[src/hdl/rrs_pkg.sv]
`timescale 1ns / 1ps
`default_nettype none
package rrs_pkg;

    localparam int TAG_W = 16;
    localparam int DUR_W = 16;

    typedef enum logic {
        REQ_ARRIVAL = 1'b0,
        REQ_TICK    = 1'b1
    } t_req_type;

    typedef enum logic [1:0] {
        ST_IDLE = 2'd0,
        ST_RAN  = 2'd1,
        ST_FULL = 2'd2,
        ST_ZERO = 2'd3
    } t_status;

    typedef struct packed {
        logic [TAG_W-1:0] tag;
        logic [DUR_W-1:0] rem;
        logic             run;
    } t_entry;

endpackage
`default_nettype wire

[src/hdl/rrs_req_if.sv]
`timescale 1ns / 1ps
`default_nettype none
interface rrs_req_if;
    logic                      valid;
    logic                      ready;
    logic                      req_type;
    logic [rrs_pkg::TAG_W-1:0] task_tag;
    logic [rrs_pkg::DUR_W-1:0] task_duration;

    modport source (output valid, req_type, task_tag, task_duration, input ready);
    modport sink   (input valid, req_type, task_tag, task_duration, output ready);
endinterface
`default_nettype wire

[src/hdl/rrs_res_if.sv]
`timescale 1ns / 1ps
`default_nettype none
interface rrs_res_if;
    logic                      valid;
    logic                      ready;
    rrs_pkg::t_status          status;
    logic [rrs_pkg::TAG_W-1:0] run_tag;
    logic                      first_run;
    logic                      finished;

    modport source (output valid, status, run_tag, first_run, finished, input ready);
    modport sink   (input valid, status, run_tag, first_run, finished, output ready);
endinterface
`default_nettype wire

[src/hdl/rrs_ram.sv]
`timescale 1ns / 1ps
`default_nettype none
module rrs_ram #(
    parameter int DEPTH = 16,
    parameter int WIDTH = 8
) (
    input  wire logic                     i_clk,
    input  wire logic                     i_we,
    input  wire logic [$clog2(DEPTH)-1:0] i_waddr,
    input  wire logic [WIDTH-1:0]         i_wdata,
    input  wire logic [$clog2(DEPTH)-1:0] i_raddr,
    output logic      [WIDTH-1:0]         o_rdata
);

    logic [WIDTH-1:0] r_mem [DEPTH];

    always_ff @(posedge i_clk) begin
        if (i_we) begin
            r_mem[i_waddr] <= i_wdata;
        end
    end

    // write-first: a read of the entry being written returns the new data
    always_ff @(posedge i_clk) begin
        if (i_we && (i_waddr == i_raddr)) begin
            o_rdata <= i_wdata;
        end else begin
            o_rdata <= r_mem[i_raddr];
        end
    end

endmodule
`default_nettype wire

[src/hdl/rrs_free_enc.sv]
`timescale 1ns / 1ps
`default_nettype none
module rrs_free_enc #(
    parameter int N = 16
) (
    input  wire logic [N-1:0]         i_used,
    output logic                      o_found,
    output logic      [$clog2(N)-1:0] o_idx
);

    always_comb begin
        o_found = 1'b0;
        o_idx   = '0;
        for (int i = N - 1; i >= 0; i--) begin
            if (!i_used[i]) begin
                o_found = 1'b1;
                o_idx   = ($clog2(N))'(i);
            end
        end
    end

endmodule
`default_nettype wire

[src/hdl/round_robin_task_scheduler_core.sv]
`timescale 1ns / 1ps
`default_nettype none
// Channel | Dir | Handshake         | Payload
// i_req   | in  | valid/ready       | req_type, task_tag, task_duration
// o_res   | out | valid/ready       | status, run_tag, first_run, finished
//
// One beat per cycle unless a full output stalls: a request is registered, processed
// against the slot tables, and its result (if any) lands in the output register.
// Slot tables sit in two synchronous-read memories addressed by the next current
// slot, so the current entry is always ready at the start of a cycle.
// Reset (i_rst_n low, synchronous) empties the ring and frees every slot.
// A full output register stalls only requests that produce a result.
module round_robin_task_scheduler_core #(
    parameter int MAX_TASKS = 16
) (
    input  wire logic  i_clk,
    input  wire logic  i_rst_n,
    rrs_req_if.sink    i_req,
    rrs_res_if.source  o_res
);
    import rrs_pkg::*;

    localparam int LW = $clog2(MAX_TASKS);

    logic             r_in_valid;
    logic             r_in_type;
    logic [TAG_W-1:0] r_in_tag;
    logic [DUR_W-1:0] r_in_dur;

    logic [MAX_TASKS-1:0] r_used, n_used;
    logic [LW-1:0]        r_cur, n_cur;
    logic [LW-1:0]        r_prev, n_prev;
    logic                 r_empty, n_empty;

    logic             r_out_valid;
    t_status          r_out_status, n_status;
    logic [TAG_W-1:0] r_out_tag, n_tag;
    logic             r_out_first, n_first;
    logic             r_out_fin, n_fin;

    logic          free_found;
    logic [LW-1:0] free_idx;
    logic          has_res;
    logic          advance;
    logic          in_ready;

    logic          d_we;
    logic [LW-1:0] d_waddr;
    t_entry        d_wdata;
    t_entry        d_rdata;
    logic          l_we;
    logic [LW-1:0] l_waddr;
    logic [LW-1:0] l_wdata;
    logic [LW-1:0] l_rdata;
    logic [LW-1:0] cur_link;

    rrs_free_enc #(.N(MAX_TASKS)) u_free_enc (
        .i_used  (r_used),
        .o_found (free_found),
        .o_idx   (free_idx)
    );

    rrs_ram #(.DEPTH(MAX_TASKS), .WIDTH($bits(t_entry))) u_data_ram (
        .i_clk   (i_clk),
        .i_we    (d_we),
        .i_waddr (d_waddr),
        .i_wdata (d_wdata),
        .i_raddr (n_cur),
        .o_rdata (d_rdata)
    );

    rrs_ram #(.DEPTH(MAX_TASKS), .WIDTH(LW)) u_link_ram (
        .i_clk   (i_clk),
        .i_we    (l_we),
        .i_waddr (l_waddr),
        .i_wdata (l_wdata),
        .i_raddr (n_cur),
        .o_rdata (l_rdata)
    );

    // the previous slot's link is implied: it always points at the current slot
    assign cur_link = (r_cur == r_prev) ? r_cur : l_rdata;

    always_comb begin
        has_res = 1'b0;
        if (r_in_type == REQ_TICK) begin
            has_res = 1'b1;
        end else if (!free_found || (r_in_dur == '0)) begin
            has_res = 1'b1;
        end
    end

    assign advance  = r_in_valid && (!has_res || !r_out_valid || o_res.ready);
    assign in_ready = !r_in_valid || advance;

    always_comb begin
        n_used   = r_used;
        n_cur    = r_cur;
        n_prev   = r_prev;
        n_empty  = r_empty;
        d_we     = 1'b0;
        d_waddr  = r_cur;
        d_wdata  = d_rdata;
        l_we     = 1'b0;
        l_waddr  = r_prev;
        l_wdata  = r_cur;
        n_status = ST_IDLE;
        n_tag    = '0;
        n_first  = 1'b0;
        n_fin    = 1'b0;
        if (advance) begin
            if (r_in_type == REQ_ARRIVAL) begin
                n_tag = r_in_tag;
                if (!free_found) begin
                    n_status = ST_FULL;
                end else if (r_in_dur == '0) begin
                    n_status = ST_ZERO;
                end else begin
                    n_used[free_idx] = 1'b1;
                    d_we             = 1'b1;
                    d_waddr          = free_idx;
                    d_wdata.tag      = r_in_tag;
                    d_wdata.rem      = r_in_dur;
                    d_wdata.run      = 1'b0;
                    if (r_empty) begin
                        n_prev  = free_idx;
                        n_empty = 1'b0;
                    end else begin
                        l_we    = 1'b1;
                        l_waddr = free_idx;
                        l_wdata = r_cur;
                    end
                    n_cur = free_idx;
                end
            end else if (!r_empty) begin
                n_status = ST_RAN;
                n_tag    = d_rdata.tag;
                n_first  = !d_rdata.run;
                if (d_rdata.rem <= DUR_W'(1)) begin
                    n_fin         = 1'b1;
                    n_used[r_cur] = 1'b0;
                    if (cur_link == r_cur) begin
                        n_empty = 1'b1;
                    end else begin
                        n_cur = cur_link;
                    end
                end else begin
                    d_we        = 1'b1;
                    d_waddr     = r_cur;
                    d_wdata.rem = d_rdata.rem - DUR_W'(1);
                    d_wdata.run = 1'b1;
                    l_we        = 1'b1;
                    l_waddr     = r_prev;
                    l_wdata     = r_cur;
                    n_prev      = r_cur;
                    n_cur       = cur_link;
                end
            end
        end
    end

    always_ff @(posedge i_clk) begin
        if (!i_rst_n) begin
            r_in_valid <= 1'b0;
        end else if (in_ready) begin
            r_in_valid <= i_req.valid;
        end
    end

    always_ff @(posedge i_clk) begin
        if (in_ready && i_req.valid) begin
            r_in_type <= i_req.req_type;
            r_in_tag  <= i_req.task_tag;
            r_in_dur  <= i_req.task_duration;
        end
    end

    always_ff @(posedge i_clk) begin
        if (!i_rst_n) begin
            r_used  <= '0;
            r_cur   <= '0;
            r_prev  <= '0;
            r_empty <= 1'b1;
        end else begin
            r_used  <= n_used;
            r_cur   <= n_cur;
            r_prev  <= n_prev;
            r_empty <= n_empty;
        end
    end

    always_ff @(posedge i_clk) begin
        if (!i_rst_n) begin
            r_out_valid <= 1'b0;
        end else if (advance && has_res) begin
            r_out_valid <= 1'b1;
        end else if (o_res.ready) begin
            r_out_valid <= 1'b0;
        end
    end

    always_ff @(posedge i_clk) begin
        if (advance && has_res) begin
            r_out_status <= n_status;
            r_out_tag    <= n_tag;
            r_out_first  <= n_first;
            r_out_fin    <= n_fin;
        end
    end

    assign i_req.ready     = in_ready;
    assign o_res.valid     = r_out_valid;
    assign o_res.status    = r_out_status;
    assign o_res.run_tag   = r_out_tag;
    assign o_res.first_run = r_out_first;
    assign o_res.finished  = r_out_fin;

endmodule
`default_nettype wire

[src/flat_wrapper.sv]
// flat-port wrapper written by rule: the top's interface ports become plain ports
module round_robin_task_scheduler_core_flat import rrs_pkg::*;
#(
    parameter int MAX_TASKS = 16
)
  (i_clk, i_rst_n, i_req_valid, i_req_req_type, i_req_task_tag, i_req_task_duration, i_req_ready, o_res_valid, o_res_status, o_res_run_tag, o_res_first_run, o_res_finished, o_res_ready);
  rrs_req_if i_req_i ();
  rrs_res_if o_res_i ();
  input  wire logic i_clk;
  input  wire logic i_rst_n;
  input wire logic [$bits(i_req_i.valid)-1:0] i_req_valid;
  input wire logic [$bits(i_req_i.req_type)-1:0] i_req_req_type;
  input wire logic [$bits(i_req_i.task_tag)-1:0] i_req_task_tag;
  input wire logic [$bits(i_req_i.task_duration)-1:0] i_req_task_duration;
  output wire logic [$bits(i_req_i.ready)-1:0] i_req_ready;
  output wire logic [$bits(o_res_i.valid)-1:0] o_res_valid;
  output wire logic [$bits(o_res_i.status)-1:0] o_res_status;
  output wire logic [$bits(o_res_i.run_tag)-1:0] o_res_run_tag;
  output wire logic [$bits(o_res_i.first_run)-1:0] o_res_first_run;
  output wire logic [$bits(o_res_i.finished)-1:0] o_res_finished;
  input wire logic [$bits(o_res_i.ready)-1:0] o_res_ready;
  assign i_req_i.valid = i_req_valid;
  assign i_req_i.req_type = i_req_req_type;
  assign i_req_i.task_tag = i_req_task_tag;
  assign i_req_i.task_duration = i_req_task_duration;
  assign i_req_ready = i_req_i.ready;
  assign o_res_valid = o_res_i.valid;
  assign o_res_status = o_res_i.status;
  assign o_res_run_tag = o_res_i.run_tag;
  assign o_res_first_run = o_res_i.first_run;
  assign o_res_finished = o_res_i.finished;
  assign o_res_i.ready = o_res_ready;
  round_robin_task_scheduler_core #(.MAX_TASKS(MAX_TASKS)) u_core (.i_clk(i_clk), .i_rst_n(i_rst_n), .i_req(i_req_i), .o_res(o_res_i));
endmodule
[config.mk]
export PLATFORM = sky130hd
export DESIGN_NAME = round_robin_task_scheduler_core_flat
export DESIGN_NICKNAME = d
export VERILOG_FILES = /design/src/hdl/rrs_pkg.sv /design/src/hdl/rrs_req_if.sv /design/src/hdl/rrs_res_if.sv /design/src/hdl/rrs_ram.sv /design/src/hdl/rrs_free_enc.sv /design/src/hdl/round_robin_task_scheduler_core.sv /design/src/flat_wrapper.sv
export SDC_FILE = /design/constraint.sdc
export NUM_CORES = 1
export LEC_CHECK = 0
export BUFFER_PORTS_ARGS = -buffer_cell sky130_fd_sc_hd__buf_2
export CAP_MARGIN = 20
export CORE_UTILIZATION = 50
export DETAILED_ROUTE_END_ITERATION = 10
export PLACE_DENSITY = 0.66
export SLEW_MARGIN = 20
export SYNTH_ARGS = -nofsm -noshare
export SYNTH_HDL_FRONTEND = slang
export SYNTH_HIERARCHICAL = 1
export SYNTH_SLANG_ARGS = --single-unit
[constraint.sdc]
create_clock -name i_clk -period 7.42 [get_ports i_clk]
set_clock_uncertainty 0.15 [all_clocks]
set_input_delay 0.371 -clock i_clk [delete_from_list [all_inputs] [get_ports i_clk]]
set_output_delay 0.371 -clock i_clk [all_outputs]
set_load 0.01 [all_outputs]
### Word level (Yosys, flattened, before mapping)

Memory sizes are Yosys's and may differ from the RTL's. A register that Yosys moved wholly into a read port is not among the register bits.
Cells that the tools add are included.
W data, S select, Z words.

| operators by class | value |
|---|---|
| multiplexer cells | 101 |
| bitwise logic cells | 5 |
| magnitude comparators | 5 |
| reduce and logical (&&, ||, !) cells | 22 |
| add/subtract/negate cells | 1 |
| eq/ne operators | 6 |

Operators with widths:

| cell | number |
|---|---|
| $mux W4 | 37 |
| $mux W16 | 8 |
| $mux W33 | 3 |
| $mux W17 | 3 |
| $mux W1 | 45 |
| $and A16 B16 Y16 | 1 |
| $le A16 B1 Y1 const B | 1 |
| $logic_not A16 Y1 | 1 |
| $not A16 Y16 | 1 |
| $or A16 B16 Y16 | 1 |
| $sub A16 B1 Y16 const B | 1 |
| $lt A4 B5 Y1 const B | 2 |
| $demux W1 S4 | 2 |
| $eq A4 B4 Y1 | 2 |
| $ge A4 B1 Y1 const B | 2 |
| $mux W2 | 3 |
| $ne A2 B2 Y1 const B | 3 |
| $reduce_and A6 Y1 | 1 |
| $reduce_bool A2 Y1 | 3 |
| $logic_and A1 B1 Y1 | 5 |
| $logic_not A1 Y1 | 5 |
| $reduce_and A5 Y1 | 1 |
| $logic_or A1 B1 Y1 | 4 |
| $reduce_and A3 Y1 | 1 |
| 3 further kinds | 4 |

| storage, ports and cells | value |
|---|---|
| bits of input ports | 37 |
| RAM bits | 592 |
| flip-flop bits (word level) | 80 |
| logic and storage cells | 155 |
| memories kept | 2 |
| output and inout port bits | 22 |

Memories:

| memory | words | width | rd ports | clocked after memory_dff | write ports | RTL line | RTL |
|---|---|---|---|---|---|---|---|
| u_core.u_data_ram.r_mem | 16 | 33 | 1 | 1 | 1 | rrs_ram.sv:15 | `logic [WIDTH-1:0] r_mem [DEPTH];` |
| u_core.u_link_ram.r_mem | 16 | 4 | 1 | 1 | 1 | rrs_ram.sv:15 |  |

### Depth between registers and ports, before layout

| logic depth | value |
|---|---|
| depth in word-level cells | 27 |
| mapped depth | 14 |
| depth with buffers taken out | 11 |

### By module

The synthesis kept the hierarchy.

By module, submodules not included:

| module | times used | area an instance (um^2) | cells an instance |
|---|---|---|---|
| rrs_ram at u_core.u_data_ram | 1 | 20049.2 | 835 |
| round_robin_task_scheduler_core | 1 | 4286.6 | 446 |
| rrs_ram at u_core.u_link_ram | 1 | 2666.3 | 130 |
| rrs_free_enc | 1 | 166.4 | 34 |

### Worst setup path after synthesis

OpenSTA, ideal clock, no wires.

| timing path | value |
|---|---|
| path kind | flip-flop to flip-flop |
| start | register (tool-made name) |
| end | memory u_core/u_data_ram/r_mem[0][0] (netlist name) (enable) |
| arrival time | 5.160 ns |
| path slack | 1.646 ns |
| setup time | 0.464 ns |
| path buffers | 2 |
| cell stages (with the launch flop) | 13 |
| path through | dfxtp_1 > buf_6 > buf_2 > mux4_2 > a22oi_1 > nand2_1 > ha_1 > nor2_1 > nand3b_1 > o21ai_2 > nand2_1 > or3b_2 > nor3_1 |

RTL lines:

| element | RTL line |
|---|---|
| to (decl) | rrs_ram.sv:15 |

==> results.json <==
{
  "status": "finished clean",
  "dp_hpwl_um": 34940,
  "rsz0062_at_grt": "no",
  "yosysUniqueCellTypes": 64,
  "required_ns": 7.60,
  "numCtsBuffers": 72,
  "final_area_um2": 30850,
  "finalHoldViolCount": 0,
  "layout_common_cells": "edfxtp_1, nand2_1, mux4_2",
  "wl_per_cell_um": 26.69,
  "place_congestion": 0.8661,
  "max_slew_margin_pct": 30.18,
  "via_per_inst": 6.241,
  "cts_resized": 0,
  "antenna_cells": 0,
  "antenna_left": 0,
  "cts_buffer_depth": 3,
  "grt_pass1_wl_um": 92300,
  "h-tree-depth": 3,
  "slowest_stage": "dfxtp_4",
  "wirelength_um": 62030,
  "min_delay_path_depth": 3,
  "area_delta_synth_final_pct": 13.53,
  "worstMarginPinSlew_ns": 1.047,
  "period_share_pct": 74.39,
  "min_from": "o_res_ready",
  "dp.cells": 2160,
  "yosys_warnings": 6,
  "slowest_delay_ns": 0.93,
  "synth_cells": 1445,
  "synth_seq_area_share_pct": 73.87,
  "cts_tree": "done",
  "reg2reg_slack_ns": 1.90,
  "post_dp_cell_area_um2": 28310,
  "timing.fmax_mhz": 181.2,
  "synth-edff-count": 645,
  "crit_path_max_fanout": 40,
  "final_nets": 1612,
  "die_w_um": 235.1,
  "synth_adder_area_share_pct": 0.09211,
  "max-cap-violations": 0,
  "p_leak_nw": 9.683,
  "synth_compound_area_share_pct": 5.061,
  "drc": 0,
  "ir_worst_vdd_v": 0.0002176,
  "tns_ns": 0,
  "slew_viol_final": 0,
  "rows": 85,
  "ys_ff_latch": 680,
  "drt_iter0_markers": 1459,
  "final_util_pct": 57.43,
  "synth_top_family_by_area": "multiplexers",
  "first_pass_iters": 5,
  "synth_mux_area_share_pct": 13.15,
  "grt_max_degree": 61,
  "finalNonFillerCells": 2324,
  "hold_path_class": "input port to register",
  "grt_overflow": 0,
  "die_area_um2": 55270,
  "crit_chain": "buf_4, mux4_1, a22oi_1, nand2_1, or2_2, or3_1, o21ai_2, nand2_1, nand3b_1, nor2_4, buf_4",
  "track_usage_pct": 22.74,
  "synth_area_per_cell_um2": 18.80,
  "pwr_density_cell_nw_per_um2": 256.4,
  "synth_area_um2": 27170,
  "worstSkewPairLatency_ns": 0.62,
  "clock_sinks": 680,
  "grt_pass1_vias": 14660,
  "r2r_cells": 11,
  "min_period_ns": 5.519,
  "min_to": "u_core/o_res.valid$_SDFFE_PN0P_",
  "syn_nets": 1484,
  "yosys.area_share.simple_pct": 5.600,
  "initial_core_util_pct": 50.59,
  "io_buffers": 58,
  "path_clk_slew_ns": 0.06,
  "vias": 14500,
  "async_flop_share_pct": 0,
  "drive_gt1_share_pct": 21.68,
  "finalSetupViolCount": 0,
  "worstPathArrival_ns": 5.69,
  "final_common_cell": "edfxtp_1",
  "antenna_found_initial": 1,
  "cts_root_buffer": "clkbuf_16",
  "io_pins": 59,
  "end_kind": "register",
  "start_kind": "register",
  "synth-xor-area-share_pct": 0.2579,
  "synth_ff_type": "edfxtp_1",
  "die_h_um": 235.1,
  "core_um2": 53710,
  "worstSetupPathType": "register to register",
  "rr_endpoint": "u_core/u_data_ram/r_mem[6][0]$_DFFE_PP_"
}
-- kinds of logic (layout without fill, tap and decap cells) --
family | after synthesis | after routing
AOI/OAI and AO/OA | 185 | 185
xor gates and xnor gates | 8 | 8
adders and majority gates | 2 | 2
buffers and inverters | 92 | 275
DFF | 680 | 680
muxes | 159 | 159
and+or+nand+nor | 319 | 319
-- worst max-delay path by stage --
stage                                                 to  cells after the start  slack [ns]      from
2_1_floorplan    u_core/u_data_ram/r_mem[0][0]$_DFFE_PP_                     12        1.65  register
3_3_place_gp   u_core/u_data_ram/r_mem[12][30]$_DFFE_PP_                     11        2.02  register
3_5_place_dp     u_core/u_data_ram/r_mem[1][2]$_DFFE_PP_                      9        1.93  register
4_1_cts         u_core/u_data_ram/r_mem[14][2]$_DFFE_PP_                      9        1.83  register
5_1_grt          u_core/u_data_ram/r_mem[8][7]$_DFFE_PP_                     11        1.59  register
6_report         u_core/u_data_ram/r_mem[6][0]$_DFFE_PP_                     11        1.90  register
-- cell type report --
class,instances,area [um2]
Clock buffer,90,1921
Tap cell,696,870.8
Fill cell,3945,22860
Timing Repair Buffer,133,953.4
Multi-Input combinational cell,673,6719
Clock inverter,39,256.5
Inverter,13,48.80
Sequential cell,680,20080
-- power breakdown --
group / switching (mW) / leakage (nW) / internal [mW]
clock network: 1.45 / 1.06 / 1.88
logic: 0.185 / 2.48 / 0.107
registers: 0.0264 / 6.14 / 4.26
-- synth_stat cells (3+ instances only) --
master      n  area [um2]
a21oi_1    20       100.1
a221o_1     4       40.04
a22o_1     16       140.1
a22oi_1    76       570.6
a31oi_1    11       68.82
a41oi_1     3       26.28
and2_1      7       43.79
and3_1      4       25.02
and4_1      3       26.28
buf_1       3       11.26
buf_12      7       140.1
buf_2      13       65.06
buf_6       5       56.30
clkbuf_1   49       183.9
dfxtp_1    35       700.7
edfxtp_1  645       19370
inv_1      13       48.80
mux2_2      4       45.04
mux2i_1     7       70.07
mux4_1     33       867.1
mux4_2    115        2590
nand2_1   127       476.7
nand2b_1   10       62.56
nand3_1    26       130.1
nand3b_1    7       52.55
nand4_1    12       75.07
nor2_1     47       176.4
nor2b_1     7       43.79
nor3_1     36       180.2
nor4_1     15       93.84
o211ai_1   12       90.09
o21a_1      3       22.52
o21ai_0    15       75.07
o21ai_1     3       15.01
or2_2       4       25.02
or4_1       6       45.04
xnor2_1     8       70.07
-- per-stage QoR --
stage	total power, mW	worst slack, ns	hold WS (ns)
6_report	7.909	1.901	0.2070
5_1_grt	8.130	1.594	0.2539
4_1_cts	7.964	1.834	0.1505
3_5_place_dp	4.647	1.933	0.3304
3_3_place_gp	4.638	2.022	0.3303
2_1_floorplan	4.550	1.646	0.3110
-- worst max-delay path: cells and delay by family, from the launching register on --
| family | cells | cell delay [ns] |
|---|---|---|
| AOI/OAI and AO/OA | 2 | 0.62 |
| buffers and inverters | 2 | 0.91 |
| DFF | 1 | 0.93 |
| muxes | 1 | 0.63 |
| and+or+nand+nor | 6 | 1.95 |
-- flip-flops by register name (all words and copies together) (netlist names), named ones only --
signal                   cells
u_core/o_res.finished        1
u_core/o_res.first_run       1
u_core/u_link_ram/r_mem     64
u_core/r_in_tag             16
u_core/r_cur                 4
u_core/o_res.valid           1
u_core/u_data_ram/r_mem    528
u_core/o_res.run_tag        16
u_core/r_prev                4
u_core/o_res.status          2
u_core/r_used               16
u_core/r_empty               1
u_core/r_in_valid            1
u_core/r_in_dur             16
u_core/r_in_type             1
-- per-layer routing --
| metal | share of wire [%] | global-route usage, % | vias up |
|---|---|---|---|
| li1 | - | - | 6245 |
| met1 | 43 | 32.05 | 7515 |
| met2 | 47 | 35.64 | 635 |
| met3 | 7.9 | 4.902 | 108 |
| met4 | 2.5 | 7.456 | 0 |
| met5 | 0 | 0 | - |
-- what timing repair did --
| action | in CTS | in global routing |
|---|---|---|
| endpoints found under the hold margin | 40 | 0 |
| buffers inserted | 0 | 0 |
| hold buffers | 35 | 0 |
(Power assumes the default switching activity.)
